$ cat config.mk
export PLATFORM = sky130hd
export DESIGN_NAME = jlrf_axis
export DESIGN_NICKNAME = d
export VERILOG_FILES = /design/src/rtl/core/jlrf_pkg.sv /design/src/rtl/core/jlrf_axis.sv
export SDC_FILE = /design/constraint.sdc
export NUM_CORES = 2
export LEC_CHECK = 0
export ABC_AREA = 0
export BUFFER_PORTS_ARGS = -buffer_cell sky130_fd_sc_hd__buf_2
export CAP_MARGIN = 20
export CORE_MARGIN = 2
export CORE_UTILIZATION = 55
export CTS_BUF_LIST = sky130_fd_sc_hd__clkbuf_2
export CTS_CLUSTER_SIZE = 12
export DETAILED_ROUTE_END_ITERATION = 7
export PLACE_DENSITY = 0.8
export SLEW_MARGIN = 30
export SYNTH_ARGS = -nofsm -noshare
export SYNTH_HDL_FRONTEND = slang
export SYNTH_SLANG_ARGS = --single-unit
$ cat constraint.sdc
create_clock -name clk -period 11.77 [get_ports clk]
set_clock_uncertainty 0.2 [all_clocks]
set_input_delay 0.5885 -clock clk [delete_from_list [all_inputs] [get_ports clk]]
set_output_delay 0.5885 -clock clk [all_outputs]
set_load 0.01 [all_outputs]
$ cat src/rtl/core/jlrf_pkg.sv
// Shared types and constants for the jerk-limited reference filter.
// Holds fixed-point widths, register indexes and lane control/config structs.
// Depends on nothing; every other file in rtl/core uses it.
`default_nettype none

package jlrf_pkg;

  localparam int DATA_W      = 32;
  localparam int CFG_W       = 31;
  localparam int FRAC_BITS   = 16;
  localparam int TICK_PERIOD = 655;
  localparam int LANES       = 4;
  localparam int LANE_YAW    = 3;
  localparam int REG_COUNT   = 8;
  localparam int IDX_W       = $clog2(REG_COUNT);

  // Full product of two data-wide operands, the shifted product term, and
  // room for a three-operand sum of such terms.
  localparam int PROD_W = 2 * DATA_W;
  localparam int TERM_W = PROD_W - FRAC_BITS;
  localparam int DIFF_W = TERM_W + 2;
  localparam int ERR_W  = DATA_W + 2;

  localparam logic [63:0] PI_Q60   = 64'h3243F6A8885A308D;
  localparam logic [63:0] PI_ROUND =
    (PI_Q60 + (64'd1 << (59 - FRAC_BITS))) >> (60 - FRAC_BITS);
  localparam logic signed [ERR_W-1:0] PI_FX     = $signed(PI_ROUND[ERR_W-1:0]);
  localparam logic signed [ERR_W-1:0] TWO_PI_FX = PI_FX <<< 1;

  localparam logic signed [DATA_W-1:0] TICK_FX = DATA_W'(TICK_PERIOD);

  typedef enum logic [IDX_W-1:0] {
    REG_POS_GAIN         = 3'd0,
    REG_DAMP_GAIN        = 3'd1,
    REG_ACC_STEP_MAX     = 3'd2,
    REG_ACC_LIMIT        = 3'd3,
    REG_VEL_LIMIT        = 3'd4,
    REG_YAW_ACC_STEP_MAX = 3'd5,
    REG_YAW_ACC_LIMIT    = 3'd6,
    REG_YAW_RATE_LIMIT   = 3'd7
  } reg_idx_t;

  typedef struct packed {
    logic start;
    logic init;
    logic wrap;
  } lane_ctl_t;

  typedef struct packed {
    logic [CFG_W-1:0] pos_gain;
    logic [CFG_W-1:0] damp_gain;
    logic [CFG_W-1:0] step_max;
    logic [CFG_W-1:0] acc_limit;
    logic [CFG_W-1:0] vel_limit;
  } lane_cfg_t;

endpackage

`default_nettype wire

$ cat src/rtl/core/jlrf_axis.sv
// One filter lane: error, second-order law, jerk/acc/vel clamps and
// integration for a single axis, sequenced over one shared multiplier.
// Depends on jlrf_pkg.
`default_nettype none

module jlrf_axis (
  input  wire                              clk,
  input  wire                              rst,
  input  jlrf_pkg::lane_ctl_t              ctl,
  input  wire  signed [jlrf_pkg::DATA_W-1:0] target,
  input  jlrf_pkg::lane_cfg_t              cfg,
  output logic                             done,
  output logic signed [jlrf_pkg::DATA_W-1:0] pos,
  output logic signed [jlrf_pkg::DATA_W-1:0] vel,
  output logic signed [jlrf_pkg::DATA_W-1:0] acc
);
  import jlrf_pkg::*;

  typedef enum logic [10:0] {
    L_IDLE = 11'b000_0000_0001,
    L_ERR  = 11'b000_0000_0010,
    L_MP   = 11'b000_0000_0100,
    L_MD   = 11'b000_0000_1000,
    L_DIFF = 11'b000_0001_0000,
    L_JERK = 11'b000_0010_0000,
    L_ACC  = 11'b000_0100_0000,
    L_MA   = 11'b000_1000_0000,
    L_VEL  = 11'b001_0000_0000,
    L_MV   = 11'b010_0000_0000,
    L_POS  = 11'b100_0000_0000
  } lane_state_t;

  localparam logic signed [DATA_W-1:0] MAX_D = {1'b0, {(DATA_W-1){1'b1}}};
  localparam logic signed [DATA_W-1:0] MIN_D = {1'b1, {(DATA_W-1){1'b0}}};

  function automatic logic signed [DIFF_W-1:0] ext_d(input logic signed [DATA_W-1:0] v);
    return {{(DIFF_W-DATA_W){v[DATA_W-1]}}, v};
  endfunction

  function automatic logic signed [DIFF_W-1:0] ext_t(input logic signed [TERM_W-1:0] v);
    return {{(DIFF_W-TERM_W){v[TERM_W-1]}}, v};
  endfunction

  // Symmetric clamp; a magnitude equal to the limit passes.
  function automatic logic signed [DIFF_W-1:0] clamp_lim(input logic signed [DIFF_W-1:0] v,
                                                         input logic [CFG_W-1:0] lim);
    logic signed [DIFF_W-1:0] lim_d;
    lim_d = $signed({{(DIFF_W-CFG_W){1'b0}}, lim});
    if (v > lim_d) return lim_d;
    else if (v < -lim_d) return -lim_d;
    else return v;
  endfunction

  function automatic logic signed [DATA_W-1:0] sat_d(input logic signed [DIFF_W-1:0] v);
    if (v > ext_d(MAX_D)) return MAX_D;
    else if (v < ext_d(MIN_D)) return MIN_D;
    else return v[DATA_W-1:0];
  endfunction

  lane_state_t state;

  logic signed [DATA_W-1:0] tgt;
  logic signed [DATA_W-1:0] err;
  logic signed [PROD_W-1:0] prod;
  logic signed [TERM_W-1:0] pterm;
  logic signed [DIFF_W-1:0] diff;
  logic signed [DIFF_W-1:0] sum;

  logic signed [DATA_W-1:0] mul_a;
  logic signed [DATA_W-1:0] mul_b;
  logic signed [PROD_W-1:0] prod_sh;
  logic signed [TERM_W-1:0] term_now;
  logic signed [ERR_W-1:0]  e_raw;
  logic signed [ERR_W-1:0]  e_wrap;

  assign prod_sh  = prod >>> FRAC_BITS;
  assign term_now = $signed(prod_sh[TERM_W-1:0]);

  // Heading error is pulled back by two pi once when it lies beyond pi.
  always_comb begin
    e_raw = {{(ERR_W-DATA_W){tgt[DATA_W-1]}}, tgt} - {{(ERR_W-DATA_W){pos[DATA_W-1]}}, pos};
    if (ctl.wrap && (e_raw > PI_FX)) e_wrap = e_raw - TWO_PI_FX;
    else if (ctl.wrap && (e_raw < -PI_FX)) e_wrap = e_raw + TWO_PI_FX;
    else e_wrap = e_raw;
  end

  always_comb begin
    case (state)
      L_MP: begin
        mul_a = $signed({1'b0, cfg.pos_gain});
        mul_b = err;
      end
      L_MD: begin
        mul_a = $signed({1'b0, cfg.damp_gain});
        mul_b = vel;
      end
      L_MA: begin
        mul_a = acc;
        mul_b = TICK_FX;
      end
      L_MV: begin
        mul_a = vel;
        mul_b = TICK_FX;
      end
      default: begin
        mul_a = '0;
        mul_b = '0;
      end
    endcase
  end

  always_ff @(posedge clk) begin
    prod <= mul_a * mul_b;
    case (state)
      L_IDLE: tgt   <= target;
      L_ERR:  err   <= sat_d({{(DIFF_W-ERR_W){e_wrap[ERR_W-1]}}, e_wrap});
      L_MD:   pterm <= term_now;
      L_DIFF: diff  <= ext_t(pterm) - ext_t(term_now) - ext_d(acc);
      L_JERK: sum   <= ext_d(acc) + clamp_lim(diff, cfg.step_max);
      default: ;
    endcase
  end

  always_ff @(posedge clk) begin
    if (rst) begin
      state <= L_IDLE;
      done  <= 1'b0;
      pos   <= '0;
      vel   <= '0;
      acc   <= '0;
    end else begin
      done <= 1'b0;
      case (state)
        L_IDLE: begin
          if (ctl.start) begin
            if (ctl.init) begin
              pos  <= target;
              vel  <= '0;
              acc  <= '0;
              done <= 1'b1;
            end else begin
              state <= L_ERR;
            end
          end
        end
        L_ERR:  state <= L_MP;
        L_MP:   state <= L_MD;
        L_MD:   state <= L_DIFF;
        L_DIFF: state <= L_JERK;
        L_JERK: state <= L_ACC;
        L_ACC: begin
          acc   <= DATA_W'(clamp_lim(sum, cfg.acc_limit));
          state <= L_MA;
        end
        L_MA:   state <= L_VEL;
        L_VEL: begin
          vel   <= DATA_W'(clamp_lim(ext_d(vel) + ext_t(term_now), cfg.vel_limit));
          state <= L_MV;
        end
        L_MV:   state <= L_POS;
        L_POS: begin
          pos   <= sat_d(ext_d(pos) + ext_t(term_now));
          done  <= 1'b1;
          state <= L_IDLE;
        end
        default: state <= L_IDLE;
      endcase
    end
  end

endmodule

`default_nettype wire

==> impl_metrics.toml <==
[global_route]
grtUsageMet1 = 0.520
grt_pass1_wl_mm = 418
grt_pass1_vias = 67415
grt_usage = 0.415
grt_max_degree = 74
met2_usage = 0.627
met3_usage = 0.134
grt-ovfl-total = 0
grt.busiest_layer = "met2"
antenna_found_initial = 24

[worst_setup_path]
crit_required_ps = 12740
criticalPathCategory = "reg2reg"
cp.buffers_inverters = 8
arrival_ps = 12390
cp_slowest_cell = "a221oi_2"
crit_top_cell = "fa_1"
path_delay_family = "adder cells"
worstPathMaxFanout = 23
reg2reg_slack_ps = 350
critPathMaxStageDelay_ps = 830
startpoint_type = "flop"
endpoint_kind = "flop"

[power_and_ir_drop]
netSwitchingFraction = 0.529
intPower_mw = 7.16
power_switching_mw = 8.03
vdd_drop_max_mv = 2.51
power_frac_clock = 0.074
pwr-share-comb = 0.799
finalPower_mw = 15.2
powerDensity_nw_per_um2 = 188
p_seq_frac = 0.127
p_leak_nw = 37.9

[synthesis]
synth_flop_cell = "edfxtp_1"
synth_edf_count = 212
yosys_warnings = 0
synth_area_leaders = "fa_1, ha_1, edfxtp_1"
synth.most_common_cell = "inv_1"
ys_seq_elements = 368
ys_types = 106
synth_top_area_cell = "fa_1"
synth_area_per_cell_um2 = 8.72
synth_common_cells = "inv_1, fa_1, nor2_1"
seq_area_frac_synth = 0.131
async_flop_share = 0
synthDominantCellAreaShare = 0.314
synth_area_um2 = 72300
synth_cells = 8294

[timing]
final.setup.tns_ps = 0
final_hold_viol_count = 0
layout_setup_ws_ps = 354
final_max_slew_viol_count = 0
relSlewSlack = 0.286
fin_crit_sh = 0.970
setup_viol_count_final = 0
rsz0062_at_grt = "false"
tightest_slew_ps = 1070
finalCriticalPeriod_ps = 11420
max_freq_mhz = 87.6

[floorplanning]
die_x_um = 367
ios = 289
core_um2 = 131000
dieArea_um2 = 134000
fp-row-count = 133
die_y_um = 367
initial_core_util = 0.552

[placed_design]
dp_slack_ps = 73.2
numPortBuffers = 288
routabilityCongestion = 1.06
dpl.hpwl_mm = 225
dpl-instance-area_um2 = 76800

[outcome]
violations = "design-rule violations"
outcome = "finished with violations"

[route]
wl_per_cell_um = 26.0
first_pass_iters = 8
ant_nets = 0
vias = 66816
vias_per_cell = 6.20
drtIter0Drc = 7260
drc = 8
wl_mm = 280

[cells_and_area]
final_nets = 10878
area_growth_pct = 12.0
fin_area_um2 = 81000
drive_above_1_share = 0.0903

[cts]
clk_pin_slew_ps = 110
numCtsBuffers = 99
cts_tree = "yes"
clock_path_buffers = 3
cts.sinks = 368
htreeDepth = 3
worstSkewPairLatency_ps = 1390
cts_root_buffer = "clkbuf_2"

[run]
maxCapViolCount = 0

[hold_path]
holdCritPathClass = "in2reg"
-- per-stage QoR --
stage	hold slack, ps	instances	util
floorplan	260	8342	-
global placement	287	10252	0.586
detailed placement	303	10256	0.586
CTS	10.4	10733	0.617
global route	89.5	10748	0.618
finish	140	10770	0.618
-- logic make-up (layout without fill, tap and decap cells) --
group,after synthesis,count (layout),share of synthesized area
AO/OA/AOI/OAI,1600,1601,0.150
XOR/XNOR,349,349,0.0425
adder cells (fa/ha/maj),1786,1786,0.427
buffers and inverters,1728,2368,0.0905
flip-flops,368,368,0.131
multiplexers,65,65,0.00931
other,2,82,0.000104
AND/OR/NAND/NOR,2396,2396,0.149
-- sequential cells by signal, indices dropped and copies added, names as in the netlist --
name / flops
vel: 32
pterm: 48
err: 32
acc: 32
sum: 50
diff: 50
pos: 32
tgt: 32
done: 1
state: 11
prod: 48
-- power groups by stage --
stage,clock [mW],combinational [mW],sequential (mW)
global placement,0,11.5,1.94
CTS,1.12,12.0,1.91
finish,1.12,12.1,1.93
detailed placement,0,11.9,1.94
floorplan,0,8.78,1.79
global route,1.19,13.5,1.92
-- metal layers --
layer / up-vias / share of wire
met3: 1141 / 0.13
met5: - / 0.00040
met2: 4471 / 0.43
met4: 16 / 0.075
li1: 28709 / -
met1: 32479 / 0.36
-- path summary, 6_finish.rpt --
path,cells after the start,startpoint,to
setup reg to reg,33,state[2]$_SDFFE_PP0P_,prod[60]$_DFF_P_
hold reg to reg,2,pos[13]$_SDFFE_PP0P_,pos[13]$_SDFFE_PP0P_
setup / recovery,33,state[2]$_SDFFE_PP0P_,prod[60]$_DFF_P_
hold / removal,7,cfg[84],sum[26]$_DFFE_PP_
-- final cells by class --
class / instances / area (um2)
Timing Repair Buffer: 793 / 6030
Inverter: 1391 / 5220
Sequential cell: 368 / 9490
Clock buffer: 137 / 686
Multi-Input combinational cell: 6247 / 56900
Antenna cell: 32 / 80.1
Fill cell: 11176 / 50000
Clock inverter: 47 / 392
Tap cell: 1755 / 2200
-- worst reg2reg max path, delay by kind of cell, from the launching register on --
family | cells | cell delay, ps
AO/OA/AOI/OAI | 10 | 3720
AND/OR/NAND/NOR | 5 | 770
adder cells (fa/ha/maj) | 9 | 4370
flip-flops | 1 | 520
buffers and inverters | 8 | 1530
XOR/XNOR | 1 | 140
-- what timing repair did --
action                                  CTS  global route
endpoints found under the setup margin    0             9
resized for setup                         0             5
setup buffers                             0             1
hold buffers                            293             0
hold endpoints to repair                174             0
-- cells in the final DEF (no fill, tap or decap), types with 38 or more instances in the layout --
master and n:
buf_4 203, a31oi_1 39, xor2_1 82, nand2_1 790, a22oi_1 38, clkbuf_2 137, nand2b_1 78, a21o_1 210
xnor2_1 266, a211oi_1 42, nand3_1 135, conb_1 50, o21bai_1 43, nand4_1 89, buf_2 289, o21ai_0 253
and3_1 49, fa_1 1133, ha_1 653, dlygate4sd3_1 293, a22o_1 50, edfxtp_1 212, o211ai_1 53, nor2_1 867
dfxtp_1 156, mux2i_1 47, a21oi_1 409, and2_1 39, o21a_1 91, inv_1 1388, nor2b_1 47, nor3_1 105
(Power assumes the default switching activity.)
