File: src/rtl/core/jlrf_pkg.sv
// Shared types and constants for the jerk-limited reference filter.
// Holds fixed-point widths, register indexes and lane control/config structs.
// Depends on nothing; every other file in rtl/core uses it.
`default_nettype none

package jlrf_pkg;

  localparam int DATA_W      = 32;
  localparam int CFG_W       = 31;
  localparam int FRAC_BITS   = 16;
  localparam int TICK_PERIOD = 655;
  localparam int LANES       = 4;
  localparam int LANE_YAW    = 3;
  localparam int REG_COUNT   = 8;
  localparam int IDX_W       = $clog2(REG_COUNT);

  // Full product of two data-wide operands, the shifted product term, and
  // room for a three-operand sum of such terms.
  localparam int PROD_W = 2 * DATA_W;
  localparam int TERM_W = PROD_W - FRAC_BITS;
  localparam int DIFF_W = TERM_W + 2;
  localparam int ERR_W  = DATA_W + 2;

  localparam logic [63:0] PI_Q60   = 64'h3243F6A8885A308D;
  localparam logic [63:0] PI_ROUND =
    (PI_Q60 + (64'd1 << (59 - FRAC_BITS))) >> (60 - FRAC_BITS);
  localparam logic signed [ERR_W-1:0] PI_FX     = $signed(PI_ROUND[ERR_W-1:0]);
  localparam logic signed [ERR_W-1:0] TWO_PI_FX = PI_FX <<< 1;

  localparam logic signed [DATA_W-1:0] TICK_FX = DATA_W'(TICK_PERIOD);

  typedef enum logic [IDX_W-1:0] {
    REG_POS_GAIN         = 3'd0,
    REG_DAMP_GAIN        = 3'd1,
    REG_ACC_STEP_MAX     = 3'd2,
    REG_ACC_LIMIT        = 3'd3,
    REG_VEL_LIMIT        = 3'd4,
    REG_YAW_ACC_STEP_MAX = 3'd5,
    REG_YAW_ACC_LIMIT    = 3'd6,
    REG_YAW_RATE_LIMIT   = 3'd7
  } reg_idx_t;

  typedef struct packed {
    logic start;
    logic init;
    logic wrap;
  } lane_ctl_t;

  typedef struct packed {
    logic [CFG_W-1:0] pos_gain;
    logic [CFG_W-1:0] damp_gain;
    logic [CFG_W-1:0] step_max;
    logic [CFG_W-1:0] acc_limit;
    logic [CFG_W-1:0] vel_limit;
  } lane_cfg_t;

endpackage

`default_nettype wire

File: src/rtl/core/jlrf_rsp_if.sv
// Result channel of the reference filter: position, velocity, acceleration,
// heading and heading rate. Uses widths from jlrf_pkg.
`default_nettype none

interface jlrf_rsp_if;
  logic                               valid;
  logic                               ready;
  logic signed [jlrf_pkg::DATA_W-1:0] ref_pos_x;
  logic signed [jlrf_pkg::DATA_W-1:0] ref_pos_y;
  logic signed [jlrf_pkg::DATA_W-1:0] ref_pos_z;
  logic signed [jlrf_pkg::DATA_W-1:0] ref_vel_x;
  logic signed [jlrf_pkg::DATA_W-1:0] ref_vel_y;
  logic signed [jlrf_pkg::DATA_W-1:0] ref_vel_z;
  logic signed [jlrf_pkg::DATA_W-1:0] ref_acc_x;
  logic signed [jlrf_pkg::DATA_W-1:0] ref_acc_y;
  logic signed [jlrf_pkg::DATA_W-1:0] ref_acc_z;
  logic signed [jlrf_pkg::DATA_W-1:0] ref_heading;
  logic signed [jlrf_pkg::DATA_W-1:0] ref_heading_rate;

  modport source (output valid, ref_pos_x, ref_pos_y, ref_pos_z, ref_vel_x, ref_vel_y,
                  ref_vel_z, ref_acc_x, ref_acc_y, ref_acc_z, ref_heading,
                  ref_heading_rate, input ready);
  modport sink   (input valid, ref_pos_x, ref_pos_y, ref_pos_z, ref_vel_x, ref_vel_y,
                  ref_vel_z, ref_acc_x, ref_acc_y, ref_acc_z, ref_heading,
                  ref_heading_rate, output ready);
endinterface

`default_nettype wire

File: src/rtl/core/jlrf_merge.sv
// Result stage: gathers the four lanes' state into one result word and
// holds it in an output register until the receiver takes it.
// Depends on jlrf_pkg and jlrf_rsp_if.
`default_nettype none

module jlrf_merge (
  input  wire                                clk,
  input  wire                                rst,
  input  wire                                load,
  input  wire  signed [jlrf_pkg::DATA_W-1:0] lane_pos [jlrf_pkg::LANES],
  input  wire  signed [jlrf_pkg::DATA_W-1:0] lane_vel [jlrf_pkg::LANES],
  input  wire  signed [jlrf_pkg::DATA_W-1:0] lane_acc [jlrf_pkg::LANES],
  output logic                               free,
  jlrf_rsp_if.source                         rsp
);
  import jlrf_pkg::*;

  assign free = !rsp.valid || rsp.ready;

  always_ff @(posedge clk) begin
    if (rst) begin
      rsp.valid <= 1'b0;
    end else if (load) begin
      rsp.valid <= 1'b1;
    end else if (rsp.ready) begin
      rsp.valid <= 1'b0;
    end
  end

  // The heading lane reports its position as heading and its velocity as rate.
  always_ff @(posedge clk) begin
    if (load) begin
      rsp.ref_pos_x        <= lane_pos[0];
      rsp.ref_pos_y        <= lane_pos[1];
      rsp.ref_pos_z        <= lane_pos[2];
      rsp.ref_vel_x        <= lane_vel[0];
      rsp.ref_vel_y        <= lane_vel[1];
      rsp.ref_vel_z        <= lane_vel[2];
      rsp.ref_acc_x        <= lane_acc[0];
      rsp.ref_acc_y        <= lane_acc[1];
      rsp.ref_acc_z        <= lane_acc[2];
      rsp.ref_heading      <= lane_pos[LANE_YAW];
      rsp.ref_heading_rate <= lane_vel[LANE_YAW];
    end
  end

endmodule

`default_nettype wire

File: src/flat_wrapper.sv
// flat-port wrapper written by rule: the top's interface ports become plain ports
module jlrf_merge_flat import jlrf_pkg::*;
  (clk, rst, load, lane_pos, lane_vel, lane_acc, free, rsp_valid, rsp_ref_pos_x, rsp_ref_pos_y, rsp_ref_pos_z, rsp_ref_vel_x, rsp_ref_vel_y, rsp_ref_vel_z, rsp_ref_acc_x, rsp_ref_acc_y, rsp_ref_acc_z, rsp_ref_heading, rsp_ref_heading_rate, rsp_ready);
  jlrf_rsp_if rsp_i ();
  input  wire clk;
  input  wire rst;
  input  wire load;
  input  wire  signed [jlrf_pkg::DATA_W-1:0] lane_pos[jlrf_pkg::LANES];
  input  wire  signed [jlrf_pkg::DATA_W-1:0] lane_vel[jlrf_pkg::LANES];
  input  wire  signed [jlrf_pkg::DATA_W-1:0] lane_acc[jlrf_pkg::LANES];
  output logic free;
  output wire logic [$bits(rsp_i.valid)-1:0] rsp_valid;
  output wire logic [$bits(rsp_i.ref_pos_x)-1:0] rsp_ref_pos_x;
  output wire logic [$bits(rsp_i.ref_pos_y)-1:0] rsp_ref_pos_y;
  output wire logic [$bits(rsp_i.ref_pos_z)-1:0] rsp_ref_pos_z;
  output wire logic [$bits(rsp_i.ref_vel_x)-1:0] rsp_ref_vel_x;
  output wire logic [$bits(rsp_i.ref_vel_y)-1:0] rsp_ref_vel_y;
  output wire logic [$bits(rsp_i.ref_vel_z)-1:0] rsp_ref_vel_z;
  output wire logic [$bits(rsp_i.ref_acc_x)-1:0] rsp_ref_acc_x;
  output wire logic [$bits(rsp_i.ref_acc_y)-1:0] rsp_ref_acc_y;
  output wire logic [$bits(rsp_i.ref_acc_z)-1:0] rsp_ref_acc_z;
  output wire logic [$bits(rsp_i.ref_heading)-1:0] rsp_ref_heading;
  output wire logic [$bits(rsp_i.ref_heading_rate)-1:0] rsp_ref_heading_rate;
  input wire logic [$bits(rsp_i.ready)-1:0] rsp_ready;
  assign rsp_valid = rsp_i.valid;
  assign rsp_ref_pos_x = rsp_i.ref_pos_x;
  assign rsp_ref_pos_y = rsp_i.ref_pos_y;
  assign rsp_ref_pos_z = rsp_i.ref_pos_z;
  assign rsp_ref_vel_x = rsp_i.ref_vel_x;
  assign rsp_ref_vel_y = rsp_i.ref_vel_y;
  assign rsp_ref_vel_z = rsp_i.ref_vel_z;
  assign rsp_ref_acc_x = rsp_i.ref_acc_x;
  assign rsp_ref_acc_y = rsp_i.ref_acc_y;
  assign rsp_ref_acc_z = rsp_i.ref_acc_z;
  assign rsp_ref_heading = rsp_i.ref_heading;
  assign rsp_ref_heading_rate = rsp_i.ref_heading_rate;
  assign rsp_i.ready = rsp_ready;
  jlrf_merge u_core (.clk(clk), .rst(rst), .load(load), .lane_pos(lane_pos), .lane_vel(lane_vel), .lane_acc(lane_acc), .free(free), .rsp(rsp_i));
endmodule
File: config.mk
export PLATFORM = sky130hd
export DESIGN_NAME = jlrf_merge_flat
export DESIGN_NICKNAME = d
export VERILOG_FILES = /design/src/rtl/core/jlrf_pkg.sv /design/src/rtl/core/jlrf_rsp_if.sv /design/src/rtl/core/jlrf_merge.sv /design/src/flat_wrapper.sv
export SDC_FILE = /design/constraint.sdc
export NUM_CORES = 1
export LEC_CHECK = 0
export ABC_AREA = 1
export ABC_CLOCK_PERIOD_IN_PS = 800
export BUFFER_PORTS_ARGS = -buffer_cell sky130_fd_sc_hd__buf_2
export CORE_AREA = 5 5 283 285
export DETAILED_ROUTE_END_ITERATION = 12
export DIE_AREA = 0 0 288 290
export GPL_TIMING_DRIVEN = 0
export HOLD_SLACK_MARGIN = 0.03
export SLEW_MARGIN = 10
export SYNTH_ARGS = -nofsm -noshare
export SYNTH_HDL_FRONTEND = slang
export SYNTH_SLANG_ARGS = --single-unit
File: constraint.sdc
create_clock -name clk -period 0.8 [get_ports clk]
set_input_delay 0.04 -clock clk [delete_from_list [all_inputs] [get_ports clk]]
set_output_delay 0.04 -clock clk [all_outputs]
set_load 0.01 [all_outputs]
==> impl_metrics.json, run 1 <==
{
  "overflow": 0,
  "slowest_delay_ns": 0.48,
  "seq_power_share": 0.479,
  "leakage_nw": 8.57,
  "p_clk_frac": 0.403,
  "p_total_mw": 46.9,
  "finalSetupTns_ns": -107.67,
  "violations": "negative hold slack, negative setup slack",
  "root_buffer": "clkbuf_16",
  "drt-total-wl_mm": 43.2,
  "cts_tree": "yes",
  "synth_top_area_frac": 0.996,
  "core_area_um2": 77100,
  "grtUsageTotal": 0.0966,
  "combPwrFrac": 0.117,
  "setup_viol": 370,
  "cts_buffers": 41,
  "postRouteAntennaNets": 0,
  "dieArea_um2": 83500,
  "synth-seq-area-share": 0.998,
  "ys_top_cells_by_area": "edfxtp_1 100%, dfxtp_1 0.19%, a21oi_2 0.083%, inv_1 0.071%, nand2_2 0.059%",
  "clock_latency_ns": 0.55,
  "finClkSkew_ns": 0,
  "drc": 0,
  "die_w_um": 288,
  "internal_power_mw": 36.4,
  "drt_iter0_drc": 267,
  "first_pass_iters": 6,
  "period_minus_slack_ns": 1.26,
  "fp-row-count": 102,
  "crit_arrival_ns": 1.22,
  "die_h_um": 290,
  "antenna_found_initial": 9,
  "worstPathCellList": "buf_2",
  "initial_core_util": 0.138,
  "grt_pass1_wl_mm": 60.1,
  "rsz0062_at_grt": "yes",
  "syn_inst": 357,
  "syn_nets": 745,
  "path_buf_inv": 1,
  "crit_required_ns": 0.76,
  "switching_power_mw": 10.5,
  "ios": 742,
  "ys_types": 5,
  "final_common_cell": "buf_2",
  "clk_pin_slew_ns": 0.06,
  "switching_share": 0.224,
  "grt_max_degree": 119,
  "via_count": 8217,
  "htreeDepth": 2,
  "viasPerCell": 3.23,
  "ir_worst_vdd_mv": 1.68,
  "cts_buffer_depth": 3,
  "cp-start-kind": "flop",
  "avgRoutedWirePerCell_um": 17.0,
  "ctsHoldBuffers": 353,
  "syn2layout_area_growth_pct": 96.5,
  "yosysWarnings": 0,
  "netlist_area_um2": 10600,
  "place_congestion": 0.804,
  "finalMaxSlewViolations": 0,
  "critPathTopFamily": "flip-flops",
  "finalWorstSetupSlack_ns": -0.460,
  "p_per_area_nw_per_um2": 2250,
  "synth.avg_cell_area_um2": 29.7,
  "synth-seq-cells": 353,
  "final_nets": 1856,
  "drive_gt1_frac": 0.519,
  "period_share": 1.58,
  "synth_top_area_cell": "edfxtp_1",
  "final_cell_mix": "659 x buf_2, 353 x dlygate4sd3_1, 352 x edfxtp_1",
  "slowest_stage": "edfxtp_1",
  "max_freq_ghz": 0.793,
  "port_buffers": 709,
  "worst_pin_slew_ns": 0.702,
  "hold_viol": 59,
  "dp_hpwl_mm": 29.5,
  "maxCapViolCount": 0,
  "outcome": "finished with violations",
  "holdWs_ns": -0.160,
  "slew-limit-headroom": 0.532,
  "cts_num_sinks": 353,
  "crit_fanout": 1,
  "critPathKind": "flop to primary output",
  "grt_pass1_vias": 9442,
  "min_path_type": "input port to flop",
  "endpoint_kind": "primary output"
}
==> sequential cells by signal, indices dropped and copies added, names as in the netlist <==
name                         count
u_core.rsp.ref_acc_x            32
u_core.rsp.ref_acc_y            32
u_core.rsp.ref_acc_z            32
u_core.rsp.ref_heading          32
u_core.rsp.ref_heading_rate     32
u_core.rsp.ref_pos_x            32
u_core.rsp.ref_pos_y            32
u_core.rsp.ref_pos_z            32
u_core.rsp.ref_vel_x            32
u_core.rsp.ref_vel_y            32
u_core.rsp.ref_vel_z            32
u_core.rsp.valid                 1
==> through the flow <==
step | util | setup slack [ns] | instances | hold slack, ns | area (um^2)
2_1_floorplan | - | 0.163 | 357 | 0.102 | 10600
3_3_place_gp | 0.201 | -5.36 | 2106 | 0.210 | 15500
3_5_place_dp | 0.202 | -0.989 | 2109 | 0.206 | 15600
4_1_cts | 0.269 | -0.515 | 2538 | -0.206 | 20700
5_1_grt | 0.270 | -0.490 | 2544 | -0.169 | 20800
6_report | 0.271 | -0.460 | 2546 | -0.160 | 20900
==> worst min-delay path, stage by stage <==
cell and delay, ns:
buf_2 0.08, inv_1 0.04, nand2_2 0.06, buf_4 0.10, a21oi_2 0.03
==> final cells by class <==
| cell class | count | area, um^2 |
|---|---|---|
| diodes | 8 | 20.0 |
| clock buffers | 52 | 1110 |
| clock inverters | 21 | 246 |
| fillers | 7741 | 56200 |
| inverters | 2 | 7.51 |
| multi-input cells | 2 | 15.0 |
| flip-flops and latches | 353 | 10600 |
| well taps | 1040 | 1300 |
| repair buffers | 1068 | 7560 |
==> logic make-up (layout without fill, tap and decap cells) <==
group / Yosys count / count (layout) / synth area share
buf+inv: 2 / 1143 / 0.000708
compound gates: 1 / 1 / 0.000825
flops: 353 / 353 / 0.998
simple gates: 1 / 1 / 0.000590
other cells: 0 / 8 / 0
==> final timing paths <==
check	startpoint	end	slack, ns	cells past startpoint
setup / recovery	u_core.rsp.ref_vel_z[21]$_DFFE_PP_	rsp_ref_vel_z[21]	-0.46	1
hold / removal	rsp_ready	u_core.rsp.valid$_SDFFE_PP0P_	-0.16	5
setup reg to reg	u_core.rsp.valid$_SDFFE_PP0P_	u_core.rsp.valid$_SDFFE_PP0P_	0.11	3
hold reg to reg	u_core.rsp.valid$_SDFFE_PP0P_	u_core.rsp.valid$_SDFFE_PP0P_	0.57	3
==> synthesized netlist by cell type <==
library cell  instances
edfxtp_1            352
inv_1                 2
a21oi_2               1
dfxtp_1               1
nand2_2               1
==> power by group through the flow <==
| stage | sequential [mW] | clock (mW) | combinational, mW |
|---|---|---|---|
| after global placement | 23.0 | 0 | 3.76 |
| after floorplan | 23.6 | 0 | 0.00870 |
| final | 22.5 | 18.9 | 5.51 |
| after detailed placement | 22.8 | 0 | 3.87 |
| after global routing | 22.6 | 20.4 | 5.87 |
| after CTS | 22.5 | 19.7 | 5.44 |
==> routing by layer <==
metal / wire, um / track usage / part of all wire / vias to the layer above
met5: 7 / 0 / 0.00016 / -
met4: 1820 / 0.0454 / 0.042 / 2
met3: 5260 / 0.0476 / 0.12 / 90
met2: 21800 / 0.173 / 0.50 / 497
met1: 14300 / 0.0915 / 0.33 / 3927
li1: - / - / - / 3701
==> repair_timing <==
item	4_1_cts	5_1_grt
cloned	2	0
pin swaps	1	1
endpoints found under the setup margin	492	404
buffers inserted	1	0
endpoints found under the hold margin	411	59
resized for setup	59	30
Note: power is estimated with default switching activity, not from simulation.
==> run 2, diff against run 1 <==
Settings changed: CTS_CLUSTER_DIAMETER from default to 80, PLACE_DENSITY_LB_ADDON from default to 0.3.
==> impl_metrics.json, run 2 (synthesis gave the netlist of run 1 again) <==
{
  "ios": 742,
  "max_freq_ghz": 0.782,
  "postPlaceCellArea_um2": 15600,
  "syn2layout_area_growth_pct": 96.5,
  "antenna_found_initial": 4,
  "endpoint": "rsp_ref_heading_rate[18]",
  "htreeDepth": 2,
  "first_pass_iters": 4,
  "holdWs_ns": -0.108,
  "stdcell_area_um2": 20900,
  "avgRoutedWirePerCell_um": 15.9,
  "root_buffer": "clkbuf_16",
  "port_buffers": 709,
  "final_common_cell": "buf_2",
  "viasPerCell": 3.17,
  "cts_num_sinks": 353,
  "slowest_stage": "edfxtp_1",
  "worstPathCellList": "buf_6",
  "worst_pin_slew_ns": 0.653,
  "slew-limit-headroom": 0.565,
  "dp_hpwl_mm": 28.5,
  "grt_pass1_vias": 9036,
  "slowest_delay_ns": 0.50,
  "violations": "negative hold slack, negative setup slack",
  "cts_tree": "yes",
  "overflow": 0,
  "initial_core_util": 0.138,
  "period_share": 1.60,
  "postRouteAntennaNets": 0,
  "p_per_area_nw_per_um2": 2260,
  "critPathKind": "flop to primary output",
  "final_cell_mix": "673 x buf_2, 353 x dlygate4sd3_1, 352 x edfxtp_1",
  "rsz0062_at_grt": "yes",
  "finalWorstSetupSlack_ns": -0.479,
  "drt_iter0_drc": 221,
  "hold_viol": 59,
  "rrSetupSlack_ns": -0.11,
  "r2r-end": "u_core.rsp.valid$_SDFFE_PP0P_",
  "post-place-ws_ns": -1.07,
  "die_w_um": 288,
  "finalMaxSlewViolations": 0,
  "min_path_type": "input port to flop",
  "core_area_um2": 77100,
  "clk_pin_slew_ns": 0.06,
  "r2r_cells": 5,
  "combPwrFrac": 0.114,
  "place_congestion": 0.793,
  "cts_buffer_depth": 3,
  "die_h_um": 290,
  "via_count": 8076,
  "finClkSkew_ns": 0,
  "switching_share": 0.226,
  "worst-path-stages": 1,
  "ir_worst_vdd_mv": 1.86,
  "drt-total-wl_mm": 40.4,
  "endpoint_kind": "primary output",
  "ctsHoldBuffers": 353,
  "setup_viol": 355,
  "maxCapViolCount": 0,
  "critPathTopFamily": "flip-flops",
  "switching_power_mw": 10.6,
  "outcome": "finished with violations",
  "layout.cells.non_filler": 2549,
  "period_minus_slack_ns": 1.28,
  "final_nets": 1861,
  "crit_fanout": 1,
  "cts_buffers": 43,
  "fp-row-count": 102,
  "grtUsageTotal": 0.0903,
  "drc": 0,
  "p_clk_frac": 0.410,
  "internal_power_mw": 36.5,
  "clock_latency_ns": 0.55,
  "regToRegStartpoint": "u_core.rsp.valid$_SDFFE_PP0P_",
  "grt_pass1_wl_mm": 57.0,
  "leakage_nw": 8.59,
  "path_buf_inv": 1,
  "cp-start-kind": "flop",
  "seq_power_share": 0.476,
  "crit_arrival_ns": 1.24,
  "dieArea_um2": 83500,
  "grt_max_degree": 111,
  "crit_required_ns": 0.76,
  "dp.cells": 2109,
  "drive_gt1_frac": 0.521,
  "critPathLaunch": "u_core.rsp.ref_heading_rate[18]$_DFFE_PP_"
}
[run 2: area by class of cell]
class | instances | area [um^2]
Clock inverter | 27 | 253
Timing Repair Buffer | 1071 | 7520
Fill cell | 7886 | 56200
Inverter | 2 | 7.51
Tap cell | 1040 | 1300
Antenna cell | 2 | 5.00
Sequential cell | 353 | 10600
Clock buffer | 52 | 1150
Multi-Input combinational cell | 2 | 15.0
[run 2: timing repair]
item	4_1_cts	5_1_grt
cloned	2	1
resized for setup	30	30
pin swaps	1	1
endpoints found under the setup margin	513	407
hold endpoints to repair	412	60
buffers inserted	4	2
[run 2: per-layer routing]
metal / up-vias / wire, um / track usage
met3: 82 / 4510 / 0.0401
li1: 3712 / - / -
met5: - / 11 / 0
met2: 464 / 20900 / 0.166
met1: 3816 / 13300 / 0.0856
met4: 2 / 1710 / 0.0404
[run 2: how the worst min path moves through the flow]
stage                      start                                         to  slack, ns  cells after the start
finish                      load          u_core.rsp.ref_vel_z[2]$_DFFE_PP_      -0.11                      1
CTS                         load  u_core.rsp.ref_heading_rate[24]$_DFFE_PP_      -0.15                      1
detailed placement  lane_vel[86]         u_core.rsp.ref_vel_y[22]$_DFFE_PP_       0.22                      1
global route                load  u_core.rsp.ref_heading_rate[24]$_DFFE_PP_      -0.14                      1
floorplan                    rst              u_core.rsp.valid$_SDFFE_PP0P_       0.10                      1
global placement    lane_acc[37]          u_core.rsp.ref_acc_z[5]$_DFFE_PP_       0.22                      1
[run 2: stage by stage]
step	total power, mW	setup TNS, ns	utilization
after detailed placement	26.6	-221.20	0.202
after CTS	47.9	-129.58	0.268
after floorplan	23.6	0	-
after global routing	49.2	-132.78	0.270
after global placement	26.7	-1924.66	0.201
final	47.1	-106.71	0.270
[run 2: power groups by stage]
stage / logic (mW) / clock network [mW] / registers, mW
after detailed placement: 3.80 / 0 / 22.8
after global placement: 3.74 / 0 / 23.0
final: 5.36 / 19.3 / 22.4
after CTS: 5.34 / 20.1 / 22.4
after floorplan: 0.00870 / 0 / 23.6
after global routing: 5.75 / 20.9 / 22.6
==> run 3, diff against run 2 <==
Settings changed: PLACE_DENSITY_LB_ADDON 0.3 to default.
==> impl_metrics.json, run 3 (synthesis gave the netlist of run 1 again) <==
{
  "outcome": "finished with violations",
  "violations": "negative hold slack, negative setup slack",
  "leakage_nw": 8.60,
  "worst_pin_slew_ns": 0.373,
  "p_total_mw": 46.6,
  "postPlaceCellArea_um2": 15600,
  "grt_pass1_wl_mm": 60.3,
  "endpoint_kind": "primary output",
  "period_share": 1.55,
  "internal_power_mw": 36.0,
  "place_congestion": 0.804,
  "setup_viol": 354,
  "htreeDepth": 2,
  "grt_pass1_vias": 9513,
  "final_nets": 1860,
  "p_clk_frac": 0.398,
  "cts_buffers": 43,
  "initial_core_util": 0.138,
  "finalSetupTns_ns": -107.87,
  "finClkSkew_ns": 0,
  "path_buf_inv": 1,
  "root_buffer": "clkbuf_16",
  "rsz0062_at_grt": "yes",
  "grt_max_degree": 119,
  "ir_worst_vdd_mv": 1.70,
  "die_h_um": 290,
  "min_path_type": "input port to flop",
  "slew-limit-headroom": 0.752,
  "critPathLaunch": "u_core.rsp.ref_pos_z[1]$_DFFE_PP_",
  "fp-row-count": 102,
  "clock_latency_ns": 0.55,
  "dr.max_layer_used": "met5",
  "m1WireLength_mm": 14.1,
  "die_w_um": 288,
  "holdWs_ns": -0.159,
  "multi_input_area_um2": 15.0,
  "finalMaxSlewViolations": 0,
  "slowest_stage": "edfxtp_1",
  "min_from": "rsp_ready",
  "overflow": 0,
  "seq_power_share": 0.483,
  "post-place-ws_ns": -0.989,
  "drt_iter0_drc": 287,
  "slowest_delay_ns": 0.47,
  "met3_length_mm": 5.46,
  "stdcell_area_um2": 20900,
  "antenna_found_initial": 5,
  "crit_arrival_ns": 1.20,
  "worstPathCellList": "buf_2",
  "cts_num_sinks": 353,
  "grtUsageTotal": 0.0964,
  "clk_pin_slew_ns": 0.05,
  "ios": 742,
  "drt-total-wl_mm": 43.5,
  "dieArea_um2": 83500,
  "r2r_cells": 3,
  "p_per_area_nw_per_um2": 2230,
  "port_buffers": 709,
  "postRouteAntennaNets": 0,
  "ctsHoldBuffers": 353,
  "finalWorstSetupSlack_ns": -0.442,
  "avgRoutedWirePerCell_um": 17.1,
  "r2r-end": "u_core.rsp.valid$_SDFFE_PP0P_",
  "regToRegStartpoint": "u_core.rsp.valid$_SDFFE_PP0P_",
  "critPathTopFamily": "flip-flops",
  "drive_gt1_frac": 0.518,
  "dp_hpwl_mm": 29.5,
  "core_area_um2": 77100,
  "first_pass_iters": 5,
  "cp-start-kind": "flop",
  "hold_path_end": "u_core.rsp.valid$_SDFFE_PP0P_",
  "period_minus_slack_ns": 1.24,
  "hold_viol": 59,
  "nFillCells": 7743,
  "final_cell_mix": "657 x buf_2, 353 x dlygate4sd3_1, 352 x edfxtp_1",
  "cts_buffer_depth": 3,
  "crit_fanout": 1,
  "regArea_um2": 10600,
  "wl_met2_mm": 22.1,
  "maxCapViolCount": 0,
  "viasPerCell": 3.23,
  "final_common_cell": "buf_2",
  "switching_share": 0.228,
  "syn2layout_area_growth_pct": 96.9,
  "combPwrFrac": 0.119,
  "switching_power_mw": 10.6,
  "rrSetupSlack_ns": 0.11,
  "hold_depth": 5,
  "crit_required_ns": 0.76,
  "via_count": 8228,
  "drc": 0,
  "cts_tree": "yes",
  "max_freq_ghz": 0.805,
  "critPathKind": "flop to primary output"
}
[run 3: cell types whose count changed in the layout (fill, tap and decap cells not counted)]
| cell | previous run | this run |
|---|---|---|
| buf_2 | 673 | 657 |
| buf_4 | 0 | 1 |
| buf_6 | 38 | 51 |
| bufinv_16 | 4 | 2 |
| clkbuf_1 | 7 | 13 |
| clkbuf_16 | 46 | 47 |
| clkinv_1 | 8 | 4 |
| clkinv_2 | 7 | 4 |
| clkinvlp_4 | 4 | 2 |
| diode_2 | 2 | 4 |
| inv_6 | 2 | 1 |
| inv_8 | 1 | 4 |
[run 3: final cells by class]
type | count | area share
inverters | 2 | 0.000359
clock inverters | 18 | 0.00826
diodes | 4 | 0.000479
multi-input cells | 2 | 0.000719
repair buffers | 1070 | 0.365
flip-flops and latches | 353 | 0.507
clock buffers | 58 | 0.0562
well taps | 1040 | 0.0623
[run 3: per-stage QoR]
| stage | instances | hold slack (ns) | utilization |
|---|---|---|---|
| CTS | 2541 | -0.205 | 0.269 |
| global route | 2545 | -0.170 | 0.271 |
| global placement | 2106 | 0.210 | 0.201 |
| floorplan | 357 | 0.102 | - |
| finish | 2547 | -0.159 | 0.271 |
| detailed placement | 2109 | 0.206 | 0.202 |
[run 3: per-layer routing]
layer,vias up,global-route usage
met1,3952,0.0906
met4,2,0.0415
met2,490,0.175
li1,3703,-
met3,81,0.0482
met5,-,0
[run 3: worst max-delay path by stage]
| stage | endpoint | slack [ns] | depth (start not counted) |
|---|---|---|---|
| detailed placement | u_core.rsp.ref_vel_x[21]$_DFFE_PP_ | -0.99 | 3 |
| CTS | rsp_ref_pos_z[1] | -0.52 | 1 |
| finish | rsp_ref_pos_z[1] | -0.44 | 1 |
| global route | rsp_ref_pos_y[1] | -0.51 | 1 |
| global placement | u_core.rsp.valid$_SDFFE_PP0P_ | -5.36 | 3 |
| floorplan | u_core.rsp.valid$_SDFFE_PP0P_ | 0.16 | 2 |
[run 3: repair_timing]
item	in CTS	in global routing
pin swaps	1	1
cloned	2	2
setup endpoints to repair	492	422
resized for setup	60	31
endpoints found under the hold margin	411	59
buffers inserted	1	0
[run 3: worst register-to-register path, stage by stage, from the launching register on]
cell and delay [ns]:
dfxtp_2 0.34, nand2_2 0.07, buf_4 0.13, a21oi_2 0.09
[run 3: power groups by stage]
stage | sequential [mW] | combinational (mW) | clock, mW
2_1_floorplan | 23.6 | 0.00870 | 0
3_3_place_gp | 23.0 | 3.76 | 0
3_5_place_dp | 22.8 | 3.87 | 0
4_1_cts | 22.5 | 5.44 | 19.3
5_1_grt | 22.6 | 5.93 | 19.9
6_report | 22.5 | 5.56 | 18.6
